[config.mk]
export PLATFORM = sky130hd
export DESIGN_NAME = kabf_mul
export DESIGN_NICKNAME = d
export VERILOG_FILES = /design/src/hdl/kalman_angle_bias_filter_core_macros.svh /design/src/hdl/kabf_pkg.sv /design/src/hdl/kabf_mul.sv
export SDC_FILE = /design/constraint.sdc
export NUM_CORES = 2
export LEC_CHECK = 0
export ABC_AREA = 1
export BUFFER_PORTS_ARGS = -buffer_cell sky130_fd_sc_hd__buf_4
export CAP_MARGIN = 15
export CORE_MARGIN = 3
export CORE_UTILIZATION = 50
export CTS_BUF_LIST = sky130_fd_sc_hd__clkbuf_2
export DETAILED_ROUTE_END_ITERATION = 6
export GPL_TIMING_DRIVEN = 0
export PLACE_DENSITY_LB_ADDON = 0.25
export REMOVE_ABC_BUFFERS = 1
export SYNTH_ARGS = -nofsm -noshare
export SYNTH_HDL_FRONTEND = slang
export SYNTH_SLANG_ARGS = --single-unit
[constraint.sdc]
create_clock -name clk -period 12.5 [get_ports clk]
set_input_delay 1.25 -clock clk [delete_from_list [all_inputs] [get_ports clk]]
set_output_delay 1.25 -clock clk [all_outputs]
set_load 0.005 [all_outputs]
[src/hdl/kalman_angle_bias_filter_core_macros.svh]
// Assertion macros shared by the filter core.
`ifndef KALMAN_ANGLE_BIAS_FILTER_CORE_MACROS_SVH
`define KALMAN_ANGLE_BIAS_FILTER_CORE_MACROS_SVH

// Same-cycle implication, checked outside reset.
`define KABF_ASSERT_IMP(lbl, ante, cons) \
  lbl: assert property (@(posedge clk) disable iff (!rst_n) (ante) |-> (cons)) \
    else $error("assertion failed");

// Next-cycle implication, checked outside reset.
`define KABF_ASSERT_NXT(lbl, ante, cons) \
  lbl: assert property (@(posedge clk) disable iff (!rst_n) (ante) |=> (cons)) \
    else $error("assertion failed");

`endif

[src/hdl/kabf_pkg.sv]
package kabf_pkg;

  localparam int unsigned DW = 48;
  localparam int unsigned CW = 32;

  localparam logic signed [DW-1:0] MAX48 = {1'b0, {(DW-1){1'b1}}};
  localparam logic signed [DW-1:0] MIN48 = {1'b1, {(DW-1){1'b0}}};

  localparam logic [CW-1:0] RST_Q_ANGLE = 32'd85899346;
  localparam logic [CW-1:0] RST_Q_BIAS  = 32'd12884902;
  localparam logic [CW-1:0] RST_R_MEAS  = 32'd42949673;
  localparam logic [CW-1:0] RST_DT      = 32'd3865470;

  typedef enum logic [1:0] {
    REG_Q_ANGLE = 2'd0,
    REG_Q_BIAS  = 2'd1,
    REG_R_MEAS  = 2'd2,
    REG_DT      = 2'd3
  } cfg_reg_t;

  typedef struct packed {
    logic                 start;
    logic signed [DW-1:0] a;
    logic signed [DW-1:0] b;
  } op_req_t;

  typedef struct packed {
    logic                 done;
    logic signed [DW-1:0] res;
  } op_rsp_t;

  typedef enum logic [1:0] {
    DV_IDLE,
    DV_CHECK,
    DV_ITER,
    DV_ROUND
  } div_st_t;

  typedef enum logic [3:0] {
    ST_IDLE,
    ST_RATE,
    ST_P11DT,
    ST_TDT,
    ST_QB,
    ST_GAIN,
    ST_K0,
    ST_K1,
    ST_AY,
    ST_BY,
    ST_P10,
    ST_P00,
    ST_P11,
    ST_P01,
    ST_FIN
  } seq_st_t;

  // Magnitude of a signed word; the most negative value maps to 2^47.
  function automatic logic [DW-1:0] mag48(logic signed [DW-1:0] v);
    logic [DW-1:0] m;
    m = v[DW-1] ? DW'(-v) : DW'(v);
    return m;
  endfunction

  // Apply a sign to a magnitude and saturate to the signed range.
  function automatic logic signed [DW-1:0] sat_mag(logic neg, logic [63:0] m);
    logic signed [DW-1:0] r;
    if (!neg) begin
      r = (m > 64'(MAX48)) ? MAX48 : $signed(m[DW-1:0]);
    end else begin
      r = (m > {16'd0, 1'b1, 47'd0}) ? MIN48 : $signed(-m[DW-1:0]);
    end
    return r;
  endfunction

  // Saturate a grown sum back to the signed range.
  function automatic logic signed [DW-1:0] sat48(logic signed [50:0] v);
    logic signed [DW-1:0] r;
    if (v > 51'(MAX48)) begin
      r = MAX48;
    end else if (v < 51'(MIN48)) begin
      r = MIN48;
    end else begin
      r = v[DW-1:0];
    end
    return r;
  endfunction

endpackage

[src/hdl/kabf_mul.sv]
// Rounded Q15.32 product over four partial products on one 32x32 multiplier.
module kabf_mul (
  input  logic              clk,
  input  logic              rst_n,
  input  kabf_pkg::op_req_t req,
  output kabf_pkg::op_rsp_t rsp
);

  logic [47:0] ma_r, mb_r;
  logic        neg_r;
  logic [2:0]  cnt_r;
  logic        busy_r;
  logic [63:0] prod_r, acc_r;
  logic [31:0] opx, opy;
  logic        done_r;
  logic signed [47:0] res_r;

  always_comb begin
    case (cnt_r)
      3'd1: begin
        opx = ma_r[31:0];
        opy = mb_r[31:0];
      end
      3'd2: begin
        opx = {16'd0, ma_r[47:32]};
        opy = mb_r[31:0];
      end
      3'd3: begin
        opx = ma_r[31:0];
        opy = {16'd0, mb_r[47:32]};
      end
      3'd4: begin
        opx = {16'd0, ma_r[47:32]};
        opy = {16'd0, mb_r[47:32]};
      end
      default: begin
        opx = '0;
        opy = '0;
      end
    endcase
  end

  always_ff @(posedge clk) begin
    if (!rst_n) begin
      busy_r <= 1'b0;
      cnt_r  <= '0;
      done_r <= 1'b0;
    end else begin
      done_r <= 1'b0;
      if (req.start) begin
        busy_r <= 1'b1;
        cnt_r  <= 3'd1;
      end else if (busy_r) begin
        cnt_r <= cnt_r + 3'd1;
        if (cnt_r == 3'd5) begin
          busy_r <= 1'b0;
          done_r <= 1'b1;
        end
      end
    end
  end

  always_ff @(posedge clk) begin
    if (req.start) begin
      ma_r  <= kabf_pkg::mag48(req.a);
      mb_r  <= kabf_pkg::mag48(req.b);
      neg_r <= req.a[47] ^ req.b[47];
    end
    prod_r <= opx * opy;
    case (cnt_r)
      3'd2: acc_r <= {32'd0, prod_r[63:32]} + {63'd0, prod_r[31]};
      3'd3, 3'd4: acc_r <= acc_r + prod_r;
      3'd5: res_r <= kabf_pkg::sat_mag(neg_r, acc_r + {prod_r[31:0], 32'd0});
      default: acc_r <= acc_r;
    endcase
  end

  assign rsp.done = done_r;
  assign rsp.res  = res_r;

endmodule

# Yosys cells after proc, flatten, opt, wreduce, memory -nomap -nowiden
# Cells that the tools add are included.
# totals
regBits,278
output_inout_bits,49
# op_classes
n_addsub,7
mul,1
order_cmp,2
eq_ne,5
muxes,14
bitwise,3
n_reduce_logical,8
# op_table
cell,n
$mux W48,3
$neg A48 Y48,3
$add A64 B64 Y64,2
$pmux W32 S2,2
$pmux W64 S2,1
$mux W47,2
$gt A64 B47 Y1 const B,1
$gt A64 B48 Y1 const B,1
$mul A32 B32 Y64,1
$add A32 B1 Y33,1
$reduce_or A2 Y1,5
$eq A3 B2 Y1 const B,2
$eq A3 B3 Y1 const B,2
$mux W1,6
$reduce_bool A2 Y1,2
$add A3 B1 Y3 const B,1
$eq A3 B1 Y1 const B,1
$reduce_or A3 Y1,1
$not A1 Y1,2
$xor A1 B1 Y1,1

# Logic depth before layout (Yosys ltp)
# depth
depth_word,4
ltp_mapped,39
mapped_depth_nobuf,37

# Worst setup path before layout
# No wires, ideal clock.
# synth_path
kind,register to register
startpoint,reg cnt_r[0]
endpoint,reg prod_r[47]
setup_ns,0.127
arrival_time_ns,7.487
required_ns,12.373
setup_slack_ns,4.887
stages_incl_launch_ff,30
synth_period_minus_slack_ns,7.613
path_cell_list,dfxtp_1 -> ha_1 -> or2_2 -> nand2_1 -> inv_1 -> clkbuf_1 -> nand2_1 -> nand2_1 -> inv_1 -> buf_1 -> nor2_1 -> fa_1 -> fa_1 -> fa_1 -> inv_1 -> fa_1 -> inv_1 -> fa_1 -> fa_1 -> fa_1 -> fa_1 -> ha_1 -> a21oi_1 -> a21boi_0 -> o21ai_0 -> a21boi_0 -> o21ai_0 -> a21boi_0 -> o21ai_0 -> xor2_1
# synth_via
elab_chain_cells,4
# synth_lines
item,line,text
start: declaration,kabf_mul.sv:11,logic [2:0] cnt_r;
start signal: assignment,kabf_mul.sv:54,cnt_r <= cnt_r + 3'd1;
"$eq A3 B3 Y1, or another cell as far along",kabf_mul.sv:19,case (cnt_r)
$reduce_or A2 Y1 (no source line),n/a,
$pmux W32 S2,kabf_mul.sv:19,
$mul A32 B32 Y64 (*),kabf_mul.sv:69,prod_r <= opx * opy;
end signal: assignment,kabf_mul.sv:69,
end: declaration,kabf_mul.sv:13,"logic [63:0] prod_r, acc_r;"
# Every way passes the cells marked *; elsewhere a longest branch is shown, timed or not.
# A chain may end at the register's enable or synchronous reset.

# Worst setup path in the final report
# Same ends and word-level chain as after synthesis.

==> flow_summary.yaml <==
yosys:
  synth_mux_area_share_pct: 0.0185
  netlist-cell-type-count: 53
  synth_area_leaders: "fa_1 (33%), edfxtp_1 (12%), nand2_1 (11%)"
  synth-edff-count: 209
  yosys.area.top_type: "fa_1"
  synth_cells: 7040
  synth_ff_type: "edfxtp_1"
  synth_area_sq_um: 54100
  netlist.area_leader.share_pct: 33.2
  ys_warn_count: 0
  yosysSeqAreaShare_pct: 14.2
  asyncSetResetFlopFracSynth_pct: 0
  synth_top_family_by_area: "adder cells"
  synth_compound_area_share_pct: 5.94
  synth-seq-cells: 278
  synthAdderAreaFrac_pct: 41.7
  synth_xor_area_share_pct: 3.79
  synth.avg_cell_area_sq_um: 7.68
  synth-simple-area-share_pct: 21.4
sta:
  finalCriticalPeriod_ps: 10630
  rsz0062_at_grt: "false"
  fin_worst_skew_ps: 167
  max_slew_margin_pct: 12.5
  holdWs_ps: 415
  worstMarginPinSlew_ps: 1310
  setup_viol: 0
  drv_slew: 0
  finalCritPeriodShare_pct: 85.0
  clock.fmax_ghz: 0.0941
  hold_viol_final: 0
pwr:
  p_per_area_nw_per_um2: 141
  p_leak_nw: 29.6
  p_int_mw: 3.46
  switchingPower_mw: 4.70
  irDropWorstVdd_uv: 102
  swShare_pct: 57.6
  combPwrFrac_pct: 74.4
  seqPwrFrac_pct: 17.0
  clkPwrFrac_pct: 8.6
setup_path:
  end_kind: "flip-flop"
  reg2reg_to: "prod_r[47]"
  crit_type: "reg2reg"
  worst-r2r-setup-slack_ps: 1870
  cp_top_family: "adder cells"
  cpMaxStageDelayCell: "inv_1"
  reg2reg_depth: 26
  required_ps: 13480
  cp-start-kind: "flip-flop"
  r2r_start: "cnt_r[0]"
  path_common_cell: "fa_1"
  crit_buf_inv: 4
  max_stage_delay_ps: 1160
  cp_max_fo: 32
  arrival_ps: 11600
  crit_path_start: "cnt_r[0]"
min_path:
  hold_end: "cnt_r[0]"
  hp-class: "in2reg"
  hold_depth: 3
  worstHoldStart: "rst_n"
clock_tree:
  clk_latency_ps: 1180
  postCtsSetupRepairBufs: 0
  cts_buffers: 77
  h-tree-depth: 3
  cts.sinks: 278
  cts_tree: "built"
  post_cts_resized: 0
  cts_hold_buf: 0
  root_buffer: "clkbuf_2"
  clkTransAtPathRegs_ps: 100
  clock_path_buffers: 3
place:
  gp_congestion: 0.998
  portBuffers: 147
  dp_hpwl_um: 147000
global_route:
  track_usage_pct: 32.4
  grt_pass1_vias: 48400
  grt_overflow_total: 0
  grt_max_degree: 102
  grt_first_pass_wirelength_um: 277000
  antenna_found_initial: 4
floorplan:
  rows: 120
  initial_core_util_pct: 50.5
  dieWidth_um: 335
  coreArea_sq_um: 107000
  die_height_um: 335
  die-area_sq_um: 112000
  io_pins: 148
detailed_routing:
  first_pass_iters: 6
  routedWlPerCell_um: 21.1
  ant_nets: 0
  route.detailed.drc: 0
  vias_per_cell: 5.51
  routed_wl_um: 180000
  drtIter0Drc: 3814
  vias: 47100
layout:
  area_growth_pct: 6.71
  nets: 8452
  drive_gt1_share_pct: 5.35
  postLayoutCoreUtil_pct: 53.8
status:
  outcome: "finished, final reports clean"
flow_run:
  max-cap-violations: 0
-- cell usage after synthesis, types with 12 or more instances --
cell,instances
nand2_1,1592
inv_1,1588
fa_1,898
nor2_1,786
ha_1,367
a21oi_1,267
edfxtp_1,209
o21ai_0,191
clkbuf_1,176
nand3_1,160
xor2_1,152
nand4_1,141
xnor2_1,80
nor3_1,70
dfxtp_1,69
a31oi_1,25
nor4_1,25
clkinv_1,21
a21o_1,18
o21bai_1,16
buf_1,15
a21boi_0,13
inv_2,13
nor2_2,12
-- routing by layer --
metal	share of wire (%)	wire [um]	global-route usage, %	up-vias
met5	0.0072	13	0	-
met4	5.2	9400	15.1	2
met3	8.3	15000	6.23	417
met2	48	85900	54.8	2183
met1	39	69900	40.2	23100
li1	-	-	-	21400
-- sequential cells by signal, indices dropped and copies added, names as in the netlist --
| signal | count |
|---|---|
| acc_r | 64 |
| ma_r | 48 |
| prod_r | 64 |
| done_r | 1 |
| neg_r | 1 |
| res_r | 48 |
| cnt_r | 3 |
| mb_r | 48 |
| busy_r | 1 |
-- metrics by stage --
stage	area [sq um]	setup slack, ps	setup TNS [ps]	total power [mW]	instances
2_1_floorplan	53200	3470	0	5.28	6824
4_1_cts	57400	2020	0	8.08	8532
5_1_grt	57700	1550	0	8.91	8547
3_5_place_dp	56700	2060	0	7.33	8399
3_3_place_gp	56000	-719	-9490	7.22	8374
6_report	57700	1870	0	8.16	8547
-- worst max path at each step --
stage	endpoint	slack, ps	cells past startpoint
2_1_floorplan	prod_r[47]	3470	27
3_3_place_gp	prod_r[47]	-720	28
3_5_place_dp	prod_r[47]	2060	26
4_1_cts	prod_r[47]	2020	26
5_1_grt	prod_r[47]	1550	26
6_report	prod_r[47]	1870	26
-- layout make-up --
class	count	area, sq um
well taps	1403	1760
multi-input cells	4924	39500
diodes	2	5.00
fillers	10400	49500
clock inverters	21	143
repair buffers	185	2010
flip-flops and latches	278	7660
inverters	1622	6090
clock buffers	112	561
-- worst register-to-register path, delay by kind of cell (launching register included) --
family / cells / cell delay [ps]
buf+inv: 4 / 2080
simple gates: 6 / 1780
flops: 1 / 430
fa+ha+maj: 11 / 5000
xor+xnor: 1 / 160
compound gates: 4 / 1120
-- power by group through the flow --
stage | logic, mW | clock network (mW) | registers [mW]
6_report | 6.07 | 0.701 | 1.39
3_5_place_dp | 5.93 | 0 | 1.40
2_1_floorplan | 3.98 | 0 | 1.30
5_1_grt | 6.75 | 0.767 | 1.40
3_3_place_gp | 5.82 | 0 | 1.40
4_1_cts | 5.97 | 0.727 | 1.38
-- logic make-up (layout without fill, tap and decap cells) --
kind of cell / Yosys count / after routing
buffers and inverters: 1838 / 1940
DFF: 278 / 278
and+or+nand+nor: 2839 / 2839
muxes: 1 / 1
xor gates and xnor gates: 233 / 233
adders and majority gates: 1265 / 1265
other: 0 / 2
AOI/OAI and AO/OA: 586 / 586
-- cells in the final DEF (no fill, tap or decap), types with 5 or more instances in the layout --
| cell type | instances |
|---|---|
| a21boi_0 | 13 |
| a21o_1 | 18 |
| a21oi_1 | 267 |
| a221oi_1 | 6 |
| a31oi_1 | 25 |
| and3_1 | 9 |
| buf_12 | 7 |
| buf_16 | 25 |
| buf_4 | 148 |
| buf_8 | 5 |
| clkbuf_2 | 112 |
| clkinv_1 | 30 |
| clkinv_2 | 5 |
| dfxtp_1 | 69 |
| edfxtp_1 | 209 |
| fa_1 | 898 |
| ha_1 | 367 |
| inv_1 | 1584 |
| inv_2 | 17 |
| nand2_1 | 1589 |
| nand2_2 | 11 |
| nand3_1 | 160 |
| nand3b_1 | 8 |
| nand4_1 | 141 |
| nor2_1 | 785 |
| nor2_2 | 11 |
| nor2_4 | 5 |
| nor3_1 | 70 |
| nor3_2 | 7 |
| nor4_1 | 25 |
| o211ai_1 | 6 |
| o21a_1 | 9 |
| o21ai_0 | 191 |
| o21ai_1 | 9 |
| o21bai_1 | 16 |
| o31ai_1 | 5 |
| or2_2 | 9 |
| xnor2_1 | 80 |
| xor2_1 | 152 |
Power figures use the tool's default switching activity.
