--- config.mk ---
export PLATFORM = sky130hd
export DESIGN_NAME = kabf_div
export DESIGN_NICKNAME = d
export VERILOG_FILES = /design/src/hdl/kalman_angle_bias_filter_core_macros.svh /design/src/hdl/kabf_pkg.sv /design/src/hdl/kabf_div.sv
export SDC_FILE = /design/constraint.sdc
export NUM_CORES = 1
export LEC_CHECK = 0
export ABC_AREA = 1
export BUFFER_PORTS_ARGS = -buffer_cell sky130_fd_sc_hd__buf_2
export CORE_UTILIZATION = 65
export DETAILED_ROUTE_END_ITERATION = 6
export HOLD_SLACK_MARGIN = 0.02
export PLACE_DENSITY = 0.83
export SLEW_MARGIN = 20
export SYNTH_ARGS = -nofsm -noshare
export SYNTH_HDL_FRONTEND = slang
export SYNTH_SLANG_ARGS = --single-unit
--- constraint.sdc ---
create_clock -name clk -period 10.1 [get_ports clk]
set_input_delay 3.03 -clock clk [delete_from_list [all_inputs] [get_ports clk]]
set_output_delay 3.03 -clock clk [all_outputs]
set_load 0.005 [all_outputs]
--- src/hdl/kalman_angle_bias_filter_core_macros.svh ---
// Assertion macros shared by the filter core.
`ifndef KALMAN_ANGLE_BIAS_FILTER_CORE_MACROS_SVH
`define KALMAN_ANGLE_BIAS_FILTER_CORE_MACROS_SVH

// Same-cycle implication, checked outside reset.
`define KABF_ASSERT_IMP(lbl, ante, cons) \
  lbl: assert property (@(posedge clk) disable iff (!rst_n) (ante) |-> (cons)) \
    else $error("assertion failed");

// Next-cycle implication, checked outside reset.
`define KABF_ASSERT_NXT(lbl, ante, cons) \
  lbl: assert property (@(posedge clk) disable iff (!rst_n) (ante) |=> (cons)) \
    else $error("assertion failed");

`endif

--- src/hdl/kabf_pkg.sv ---
package kabf_pkg;

  localparam int unsigned DW = 48;
  localparam int unsigned CW = 32;

  localparam logic signed [DW-1:0] MAX48 = {1'b0, {(DW-1){1'b1}}};
  localparam logic signed [DW-1:0] MIN48 = {1'b1, {(DW-1){1'b0}}};

  localparam logic [CW-1:0] RST_Q_ANGLE = 32'd85899346;
  localparam logic [CW-1:0] RST_Q_BIAS  = 32'd12884902;
  localparam logic [CW-1:0] RST_R_MEAS  = 32'd42949673;
  localparam logic [CW-1:0] RST_DT      = 32'd3865470;

  typedef enum logic [1:0] {
    REG_Q_ANGLE = 2'd0,
    REG_Q_BIAS  = 2'd1,
    REG_R_MEAS  = 2'd2,
    REG_DT      = 2'd3
  } cfg_reg_t;

  typedef struct packed {
    logic                 start;
    logic signed [DW-1:0] a;
    logic signed [DW-1:0] b;
  } op_req_t;

  typedef struct packed {
    logic                 done;
    logic signed [DW-1:0] res;
  } op_rsp_t;

  typedef enum logic [1:0] {
    DV_IDLE,
    DV_CHECK,
    DV_ITER,
    DV_ROUND
  } div_st_t;

  typedef enum logic [3:0] {
    ST_IDLE,
    ST_RATE,
    ST_P11DT,
    ST_TDT,
    ST_QB,
    ST_GAIN,
    ST_K0,
    ST_K1,
    ST_AY,
    ST_BY,
    ST_P10,
    ST_P00,
    ST_P11,
    ST_P01,
    ST_FIN
  } seq_st_t;

  // Magnitude of a signed word; the most negative value maps to 2^47.
  function automatic logic [DW-1:0] mag48(logic signed [DW-1:0] v);
    logic [DW-1:0] m;
    m = v[DW-1] ? DW'(-v) : DW'(v);
    return m;
  endfunction

  // Apply a sign to a magnitude and saturate to the signed range.
  function automatic logic signed [DW-1:0] sat_mag(logic neg, logic [63:0] m);
    logic signed [DW-1:0] r;
    if (!neg) begin
      r = (m > 64'(MAX48)) ? MAX48 : $signed(m[DW-1:0]);
    end else begin
      r = (m > {16'd0, 1'b1, 47'd0}) ? MIN48 : $signed(-m[DW-1:0]);
    end
    return r;
  endfunction

  // Saturate a grown sum back to the signed range.
  function automatic logic signed [DW-1:0] sat48(logic signed [50:0] v);
    logic signed [DW-1:0] r;
    if (v > 51'(MAX48)) begin
      r = MAX48;
    end else if (v < 51'(MIN48)) begin
      r = MIN48;
    end else begin
      r = v[DW-1:0];
    end
    return r;
  endfunction

endpackage

--- src/hdl/kabf_div.sv ---
// Rounded Q15.32 quotient, one restoring step per cycle.
module kabf_div (
  input  logic              clk,
  input  logic              rst_n,
  input  kabf_pkg::op_req_t req,
  output kabf_pkg::op_rsp_t rsp
);

  kabf_pkg::div_st_t st_r, st_nxt;
  logic [47:0] mp_r, ms_r;
  logic        neg_r;
  logic [48:0] r_r;
  logic [46:0] d_r, q_r;
  logic [5:0]  cnt_r;
  logic        done_r;
  logic signed [47:0] res_r;
  logic [48:0] r2;
  logic        ovf;
  logic [47:0] q_rnd;

  assign r2    = {r_r[47:0], d_r[46]};
  assign ovf   = {15'd0, mp_r} >= {ms_r, 15'd0};
  assign q_rnd = {1'b0, q_r} + {47'd0, ({r_r, 1'b0} >= {2'b00, ms_r})};

  always_comb begin
    st_nxt = st_r;
    case (st_r)
      kabf_pkg::DV_IDLE:  if (req.start) st_nxt = kabf_pkg::DV_CHECK;
      kabf_pkg::DV_CHECK: st_nxt = ovf ? kabf_pkg::DV_IDLE : kabf_pkg::DV_ITER;
      kabf_pkg::DV_ITER:  if (cnt_r == 6'd46) st_nxt = kabf_pkg::DV_ROUND;
      kabf_pkg::DV_ROUND: st_nxt = kabf_pkg::DV_IDLE;
      default:            st_nxt = kabf_pkg::DV_IDLE;
    endcase
  end

  always_ff @(posedge clk) begin
    if (!rst_n) begin
      st_r   <= kabf_pkg::DV_IDLE;
      done_r <= 1'b0;
    end else begin
      st_r   <= st_nxt;
      done_r <= ((st_r == kabf_pkg::DV_CHECK) && ovf) || (st_r == kabf_pkg::DV_ROUND);
    end
  end

  always_ff @(posedge clk) begin
    case (st_r)
      kabf_pkg::DV_IDLE: begin
        mp_r  <= kabf_pkg::mag48(req.a);
        ms_r  <= kabf_pkg::mag48(req.b);
        neg_r <= req.a[47] ^ req.b[47];
      end
      kabf_pkg::DV_CHECK: begin
        res_r <= neg_r ? kabf_pkg::MIN48 : kabf_pkg::MAX48;
        r_r   <= {16'd0, mp_r[47:15]};
        d_r   <= {mp_r[14:0], 32'd0};
        q_r   <= '0;
        cnt_r <= '0;
      end
      kabf_pkg::DV_ITER: begin
        if (r2 >= {1'b0, ms_r}) begin
          r_r <= r2 - {1'b0, ms_r};
          q_r <= {q_r[45:0], 1'b1};
        end else begin
          r_r <= r2;
          q_r <= {q_r[45:0], 1'b0};
        end
        d_r   <= {d_r[45:0], 1'b0};
        cnt_r <= cnt_r + 6'd1;
      end
      kabf_pkg::DV_ROUND: res_r <= kabf_pkg::sat_mag(neg_r, {16'd0, q_rnd});
      default: res_r <= res_r;
    endcase
  end

  assign rsp.done = done_r;
  assign rsp.res  = res_r;

endmodule

# After elaboration in Yosys (flattened, before gate mapping)

Cells that the tools add are included.

Register bits after elaboration: 297
Input port bits: 99
Output and inout port bits: 49
Word-level logic and storage cells: 53

Add/subtract/negate cells: 6
$lt $le $gt $ge: 5
Equal/unequal tests: 6
Muxes and demuxes: 17
Bitwise gates (word level): 1
Reduce and logical (&&, ||, !) cells: 6

Operator list:

| kind                                                                               | count |
|---|---|
| 48-bit two-way mux                                                                 | 4 |
| 47-bit case mux with 2 select lines                                                | 2 |
| 48-bit negator                                                                     | 3 |
| 49-bit case mux with 2 select lines                                                | 1 |
| 48-bit case mux with 2 select lines                                                | 1 |
| 47-bit two-way mux                                                                 | 2 |
| 48-bit by 63-bit >= comparator with 1-bit output                                   | 1 |
| 50-bit by 48-bit >= comparator with 1-bit output                                   | 1 |
| 49-bit by 48-bit >= comparator with 1-bit output                                   | 1 |
| 49-bit two-way mux                                                                 | 1 |
| 49-bit by 48-bit subtractor with 49-bit output                                     | 1 |
| 47-bit by 1-bit adder with 48-bit output                                           | 1 |
| 48-bit by 47-bit greater-than comparator with 1-bit output (second input constant) | 1 |
| 48-bit greater-than comparator (second input constant)                             | 1 |
| 6-bit case mux with 2 select lines                                                 | 1 |
| 2-bit case mux with 4 select lines                                                 | 1 |
| 6-bit by 1-bit adder with 6-bit output (second input constant)                     | 1 |
| 6-bit == test (second input constant)                                              | 1 |
| 2-bit two-way mux                                                                  | 3 |
| 2-bit == test (second input constant)                                              | 2 |
| 2-bit != test (second input constant)                                              | 2 |
| 2-bit nonzero test                                                                 | 2 |
| 2-bit by 1-bit == test with 1-bit output (second input constant)                   | 1 |
| 2-bit zero test                                                                    | 1 |
| 5 further kinds                                                                    | 5 |

# Depth between registers and ports, before layout

Gate-level depths: netlist of run 1.

Depth after elaboration: 6
Gate-level depth with buffers: 31
Gate-level depth less buffers: 31

# Worst setup path after synthesis of run 1

No wires, ideal clock.

Path kind: input to register
Start: input port req[1] in the netlist's numbering
End: register ms_r[43] (data pin)
Setup time: 0.265 ns
Arrival: 4.652 ns
Data required time: 9.835 ns
Setup slack: 5.182 ns
Cell stages on the path: 11
Buffers on the path: 0
Path through: nor3_1 -> nand4_1 -> nor2_1 -> nand2_1 -> nor4_1 -> inv_1 -> nor2_1 -> nand2_1 -> nand2_1 -> o21ai_0 -> xor2_1

Longest elaborated chain between the ends: 2

Ends and longest elaborated chain:

| element                | RTL line       | RTL |
|---|---|---|
| start: declaration     | kabf_div.sv:5  | `input kabf_pkg::op_req_t req,` |
| 48-bit negator         | kabf_pkg.sv:60 | `m = v[DW-1] ? DW'(-v) : DW'(v);` |
| 47-bit two-way mux     | kabf_pkg.sv:60 |  |
| end signal: assignment | kabf_div.sv:50 | `ms_r <= kabf_pkg::mag48(req.b);` |
| end: declaration       | kabf_div.sv:10 | `logic [47:0] mp_r, ms_r;` |

Every way passes these cells.
A chain may end at the register's enable or synchronous reset.

# Worst setup path after layout of run 1

Start: register r_r[13]
End: register res_r[47] (data pin)

Longest elaborated chain between the ends: 6
Elaborated cells on any way between the ends: 9

Ends and longest elaborated chain:

| element                                              | RTL line                       | RTL |
|---|---|---|
| start: declaration                                   | kabf_div.sv:12                 | `logic [48:0] r_r;` |
| start signal: assignment                             | kabf_div.sv:55                 | `r_r <= {16'd0, mp_r[47:15]};` |
| start signal: assignment                             | kabf_div.sv:62                 | `r_r <= r2 - {1'b0, ms_r};` |
| start signal: assignment                             | kabf_div.sv:65                 | `r_r <= r2;` |
| 50-bit by 48-bit >= comparator with 1-bit output (*) | kabf_div.sv:23                 | `assign q_rnd = {1'b0, q_r} + {47'd0, ({r_r, 1'b0} >= {2'b00, ms_r})};` |
| 47-bit by 1-bit adder with 48-bit output (*)         | kabf_div.sv:23                 |  |
| 48-bit negator, or another cell as far along         | kabf_pkg.sv:70                 | `r = (m > {16'd0, 1'b1, 47'd0}) ? MIN48 : $signed(-m[DW-1:0]);` |
| 48-bit two-way mux (on tied branches)                | kabf_pkg.sv:70, kabf_pkg.sv:68 |  |
| 48-bit two-way mux (*)                               | kabf_pkg.sv:67                 | `if (!neg) begin` |
| 48-bit case mux with 2 select lines (*)              | kabf_div.sv:47                 | `case (st_r)` |
| end signal: assignment                               | kabf_div.sv:54                 | `res_r <= neg_r ? kabf_pkg::MIN48 : kabf_pkg::MAX48;` |
| end signal: assignment                               | kabf_div.sv:71                 | `kabf_pkg::DV_ROUND: res_r <= kabf_pkg::sat_mag(neg_r, {16'd0, q_rnd});` |
| end signal: assignment                               | kabf_div.sv:72                 | `default: res_r <= res_r;` |
| end: declaration                                     | kabf_div.sv:16                 | `logic signed [47:0] res_r;` |

Mark *: on every way between the ends. The rest lies on a longest branch, timed or not.

==> results of run 1 <==
[flip-flops by register name (all words and copies together) (netlist names), named ones only]
name	count
q_r	47
r_r	49
done_r	1
res_r	48
d_r	15
ms_r	48
mp_r	48
cnt_r	6
neg_r	1
st_r	1
[Yosys cell counts (all sizes together) (3+ instances only)]
master | instances | share of area
ha | 95 | 0.059
buf | 13 | 0.0041
nand3 | 111 | 0.029
o21ai | 219 | 0.059
xor2 | 88 | 0.038
nor2 | 366 | 0.077
o21a | 5 | 0.0018
o21bai | 4 | 0.0015
or2 | 6 | 0.0018
nand3b | 21 | 0.0084
edfxtp | 262 | 0.39
a211oi | 3 | 0.0011
a21o | 7 | 0.0026
nand2 | 693 | 0.13
a31oi | 13 | 0.0040
clkbuf | 38 | 0.0070
o211ai | 15 | 0.0055
nor4 | 36 | 0.011
nor3 | 46 | 0.011
dfxtp | 3 | 0.0030
nand4 | 67 | 0.021
a21boi | 5 | 0.0018
xnor2 | 72 | 0.031
inv | 363 | 0.067
a21oi | 126 | 0.031
[power breakdown]
group	leakage [nW]	switching, W	internal (W)	total (W)
registers	2.59	0.000169	0.00154	0.00171
logic	6.66	0.00126	0.000579	0.00184
clock network	0.419	0.000451	0.000550	0.00100
[through the flow]
step                hold slack [ps]  instance area, sq um
CTS                             530                 22300
global route                    550                 22300
detailed placement              516                 21400
finish                          530                 22300
global placement                504                 21400
floorplan                       484                 20300
[cell type report]
| class | instances | area (sq um) | share of cell area |
|---|---|---|---|
| Antenna cell | 4 | 10.0 | 0.000450 |
| Sequential cell | 265 | 7930 | 0.356 |
| Clock inverter | 16 | 119 | 0.00534 |
| Inverter | 364 | 1370 | 0.0614 |
| Multi-Input combinational cell | 2011 | 10800 | 0.486 |
| Timing Repair Buffer | 153 | 781 | 0.0351 |
| Tap cell | 396 | 495 | 0.0223 |
| Clock buffer | 34 | 744 | 0.0334 |
[routing by layer]
layer	track usage	vias to the layer above	part of all wire	wire length, microns
met5	0	-	0.00059	37
met4	0.119	6	0.032	1990
met3	0.0814	150	0.12	7470
met2	0.601	1268	0.43	27200
met1	0.551	9135	0.41	25900
li1	-	9211	-	-
[logic make-up (layout without fill, tap and decap cells)]
logic type | count (synthesis) | count (layout) | synth area share
simple gates | 1353 | 1353 | 0.292
flops | 265 | 265 | 0.390
compound gates | 402 | 402 | 0.110
other cells | 0 | 4 | 0
fa+ha+maj | 96 | 96 | 0.0595
buf+inv | 415 | 567 | 0.0784
xor+xnor | 160 | 160 | 0.0690
[worst reg2reg max path: stages (launching register included)]
cell	delay [ps]
edfxtp_1	420
ha_1	380
nand2_1	110
nor2_1	290
nand2_1	120
nor2_1	160
o21a_1	140
nor2_1	40
o21ai_0	150
a21boi_0	110
o221ai_1	390
ha_1	390
ha_1	250
inv_1	90
nor2_4	160
nand2_4	110
o21ai_1	140
nand2_1	240
nor2_1	300
nand2_1	130
nor2_1	240
nand2_1	170
nor2_2	250
nand3_1	160
nand2_1	90
nand2_1	50
a21oi_1	310
[placed cells by master, fill, tap and decap left out, types with 20 or more instances in the layout]
cell type  count
a21oi_1      126
buf_2        147
clkbuf_16     29
edfxtp_1     262
ha_1          93
inv_1        358
nand2_1      675
nand3_1      106
nand3b_1      20
nand4_1       67
nor2_1       321
nor2_2        31
nor3_1        46
nor4_1        36
o21ai_0      182
o21ai_2       23
xnor2_1       72
xor2_1        88
[worst max path at each step]
stage,startpoint,endpoint,slack (ps),cells after the start
detailed placement,req[1],ms_r[44],4220,16
finish,r_r[13],res_r[47],4510,26
global placement,req[1],ms_r[44],4330,16
floorplan,req[1],ms_r[43],5180,11
global route,r_r[13],res_r[47],4020,26
CTS,r_r[13],res_r[47],4500,23
==> metrics.cfg, run 1 <==
[worst_hold_path]
whs_endpoint=d_r[35]
hold_path.class=flop to flop
hold_path_depth=2
min_from=d_r[34]

[setup_path]
r2r-start=r_r[13]
critPathMaxFanout=5
r2r_cells=26
critPathCaptureType=flop
worstReg2RegEnd=res_r[47]
cp-start-kind=flop
critPathKind=flop to flop
critPathBufInv=1
crit_arrival_ps=5950
crit_required_ps=10460
critPathTopFamily=simple AND/OR/NAND/NOR gates
worst-r2r-setup-slack_ps=4510
max_stage_delay_ps=420
crit_slowest_cell=edfxtp_1
cp_common_cell=nand2_1

[logic_synthesis]
ys_seq_elements=265
synth_cells=2691
netlist-cell-type-count=51
yosysWarnings=0
synth_edf_count=262
syn-num-nets=2886
avgSynthCellArea_sq_um=7.55
synth_ff_type=edfxtp_1
synth_area_sq_um=20300
ys_seq_area_frac=0.390
async_flop_share=0

[sta]
drv_slew=0
tightest_slew_ps=1050
fin_skew_ps=35.0
fmax_ghz=0.179
final.setup.tns_ps=0
relSlewSlack=0.300
hold_viol=0
setup_viol=0
rsz0062_at_grt=no
period_share=0.554
layout_setup_ws_ps=4510
fin_crit_ps=5590

[route]
wirelength_microns=62600
remaining_drc_errors=0
post_drt_wl_per_cell_microns=19.3
ant_nets=0
avgViaCountPerCell=6.10
drtIter0Drc=2507
num_vias=19770
firstDrtPassIters=6

[pwr]
power_w=0.00455
power_density_nw_per_um2=204
p_leak_nw=9.67
irDropWorstVdd_uv=171

[floorplanning]
core_sq_um=30700
num_io_pins=148
fp.dieW_microns=179
die_height_microns=179
initial_core_util=0.662
dieArea_sq_um=31900
row_count=64

[finish]
drive_above_1_share=0.105
fillers=2358
area_delta_synth_final_pct=9.66
layout.nets=3019
fin_cells=3243
utilization=0.726

[cts]
cts_tree=built
clock_latency_ps=580
clockBufferDepth=3
cts_htree_levels=1
clockRootBuffer=clkbuf_16
holdBufCountCts=0
cts.sinks=265
clk_pin_slew_ps=60
cts_resized=0
cts_buffers=29
cts_setup_buffers=0

[placed_design]
dp_hpwl_microns=48400
gp_congestion=1.01
portBuffers=147
pre_cts_slack_ps=4220
dp_cells=3189

[run]
max-cap-violations=0

[status]
outcome=complete, no violations

[global_routing]
overflow=0
grt_pass1_wl_microns=96600
grt_max_degree=79
grt_antenna_before_repair=5
grt_usage=0.390
grt_pass1_vias=18212

Power figures use the tool's default switching activity.
==> inputs of run 2 (changes only) <==
- ABC_AREA: 1 -> 0
- CORE_UTILIZATION: 65 -> 62
- PLACE_DENSITY: 0.83 -> 0.8
- clock period: 10.1 -> 5.67 ns (I/O delays scaled with it)
==> run 2 against run 1 <==
Wire length decreased by 21%. Clock skew decreased by 22 ps. Combinational power increased by 84%. Worst hold slack improved by 23 ps. Fmax increased by 2.2%. Clock power increased by 87%. Sequential share of layout area increased by 0.56 points. Worst setup slack got worse by 4300 ps. Count of clock-buffer cells in the layout decreased by 1. Highest routed layer unchanged.
==> metrics.cfg, run 2 <==
[setup_path]
r2r_cells=21
max_stage_delay_ps=730
path_depth=21
crit_slowest_cell=or4b_2
worstReg2RegEnd=res_r[39]
critPathCaptureType=flop
setup.worst_path.start=r_r[34]
crit_end=res_r[39]
critPathBufInv=4
critPathKind=flop to flop
critPathTopFamily=compound AO/OA/AOI/OAI gates
r2r-start=r_r[34]
critPathMaxFanout=23
crit_arrival_ps=5820
cp-start-kind=flop
path_cells=ha_1 -> a21o_1 -> a21o_1 -> a21oi_1 -> a21boi_1 -> o21a_1 -> o21ai_1 -> buf_4 -> ha_1 -> buf_4 -> ha_1 -> nand2_1 -> buf_4 -> nor2_1 -> or4b_2 -> a2111oi_4 -> nand3_2 -> nor4_4 -> nor3_2 -> buf_12 -> a221oi_1
worst-r2r-setup-slack_ps=200
crit_required_ps=6020

[logic_synthesis]
netlist-cell-type-count=86
synth_edf_count=262
synth_cells=1927
synth_top_area_frac=0.422
syn-num-nets=2122
avgSynthCellArea_sq_um=9.68
synth_common_cells=edfxtp_1 (262), nand2_1 (150), xnor2_1 (137), a21oi_1 (135), nor2_1 (123)
synth_area_sq_um=18700
synth_ff_type=edfxtp_1
synth_area_leaders=edfxtp_1 (42%), xnor2_1 (6.4%), ha_1 (6.4%)
ys_seq_area_frac=0.425
synth_area_leader_cell=edfxtp_1
yosysMostFrequentCell=edfxtp_1
yosysWarnings=0
async_flop_share=0
ys_seq_elements=265

[finish]
area_delta_synth_final_pct=17.5
final_cell_mix=edfxtp_1 (262), buf_4 (167), nand2_1 (150)
layout_commonest_cell=edfxtp_1
layout.nets=2378
post-route-cell-area_sq_um=21900
top_register=r_r
drive_above_1_share=0.197
fillers=2171
utilization=0.740
fin_cells=2591
largest_reg_flops=49
num_antenna_cells=0

[sta]
drv_slew=0
hold_viol=0
rsz0062_at_grt=yes
layout_setup_ws_ps=200
hold_ws_ps=553
relSlewSlack=0.313
fin_crit_ps=5470
tightest_slew_ps=1030
fmax_ghz=0.183
setup_viol=0
period_share=0.965
fin_skew_ps=13.2

[route]
wirelength_microns=49200
num_vias=16083
post_drt_wl_per_cell_microns=19.0
firstDrtPassIters=7
drtIter0Drc=1497
ant_nets=0
avgViaCountPerCell=6.21
remaining_drc_errors=0

[placed_design]
gp_congestion=0.961
placed_area_sq_um=20800
dp_cells=2538
portBuffers=147
dp_hpwl_microns=36700
pre_cts_slack_ps=-437

[floorplanning]
num_io_pins=148
core_sq_um=29600
initial_core_util=0.629
dieArea_sq_um=30800
row_count=63
die_height_microns=175
fp.dieW_microns=175

[global_routing]
grt_pass1_vias=15400
grt_pass1_wl_microns=78500
grt_max_degree=86
grt_antenna_before_repair=1
overflow=0
grt_usage=0.318

[worst_hold_path]
hold_path.class=flop to flop

[cts]
cts_tree=built
clockBufferDepth=3
cts.sinks=265
clk_pin_slew_ps=60
cts_htree_levels=1
clock_latency_ps=550
clockRootBuffer=clkbuf_16
cts_buffers=29

[pwr]
p_leak_nw=8.60
power_density_nw_per_um2=376
irDropWorstVdd_uv=306

[status]
outcome=complete, no violations

[run]
max-cap-violations=0

## run 2: cell types whose count changed in the layout (fill, tap and decap cells not counted), sizes merged, moves of 40 or more
cell / previous run / this run
and2: 2 / 58
buf: 153 / 315
inv: 366 / 91
nand2: 693 / 150
nand3: 111 / 71
nor2: 366 / 123
o21ai: 219 / 94
o31ai: 1 / 43
xnor2: 72 / 137
xor2: 88 / 34
## run 2: final cells by class
cell class              instances  area (sq um)  share of cell area
well taps                     390           488              0.0223
multi-input cells            1481         10200               0.467
inverters                      91           342              0.0156
clock buffers                  33           741              0.0338
clock inverters                16           184             0.00839
repair buffers                315          2010              0.0917
flip-flops and latches        265          7930               0.362
## run 2: kinds of logic after synthesis
group / Yosys count / synth area share
AOI/OAI and AO/OA: 474 / 0.165
xor gates and xnor gates: 171 / 0.0803
adders and majority gates: 96 / 0.0648
buffers and inverters: 181 / 0.0382
DFF: 265 / 0.425
muxes: 51 / 0.0283
and+or+nand+nor: 689 / 0.199
## run 2: per-stage QoR
step           setup TNS, ps  total power (W)
3_5_place_dp          -14490          0.00626
4_1_cts                    0          0.00816
3_3_place_gp          -11980          0.00616
5_1_grt                -99.7          0.00870
6_report                   0          0.00825
2_1_floorplan              0          0.00516
## run 2: worst min-delay path by stage
stage / from / endpoint / slack (ps) / depth (start not counted)
5_1_grt: d_r[32] / d_r[33] / 570 / 1
2_1_floorplan: flop / flop / 480 / 2
4_1_cts: d_r[36] / d_r[37] / 550 / 1
3_5_place_dp: d_r[36] / d_r[37] / 540 / 1
3_3_place_gp: d_r[36] / d_r[37] / 530 / 1
6_report: d_r[36] / d_r[37] / 550 / 1
## run 2: worst register-to-register path: cells and delay by family (launching register included)
kind	cells	cell delay (ps)
AO/OA/AOI/OAI	8	2010
AND/OR/NAND/NOR	6	1460
adder cells (fa/ha/maj)	3	790
buffers and inverters	4	630
flip-flops	1	400
## run 2: timing repair
item | in CTS | in global routing
buffers inserted | 0 | 4
resized for setup | 8 | 27
hold buffers | 0 | 0
pin swaps | 0 | 9
gates cloned | 0 | 0
endpoints found under the setup margin | 48 | 48
## run 2: metal layers
| metal | track usage | routed length, microns | up-vias |
|---|---|---|---|
| met5 | 0 | 13 | - |
| met4 | 0.0953 | 1320 | 2 |
| met3 | 0.0359 | 3120 | 94 |
| met2 | 0.537 | 23300 | 679 |
| met1 | 0.433 | 21500 | 7540 |
| li1 | - | - | 7768 |
## run 2: power breakdown
part | internal, W | total [W] | switching (W)
clock network | 0.00111 | 0.00187 | 0.000763
logic | 0.00139 | 0.00338 | 0.00199
registers | 0.00273 | 0.00300 | 0.000268
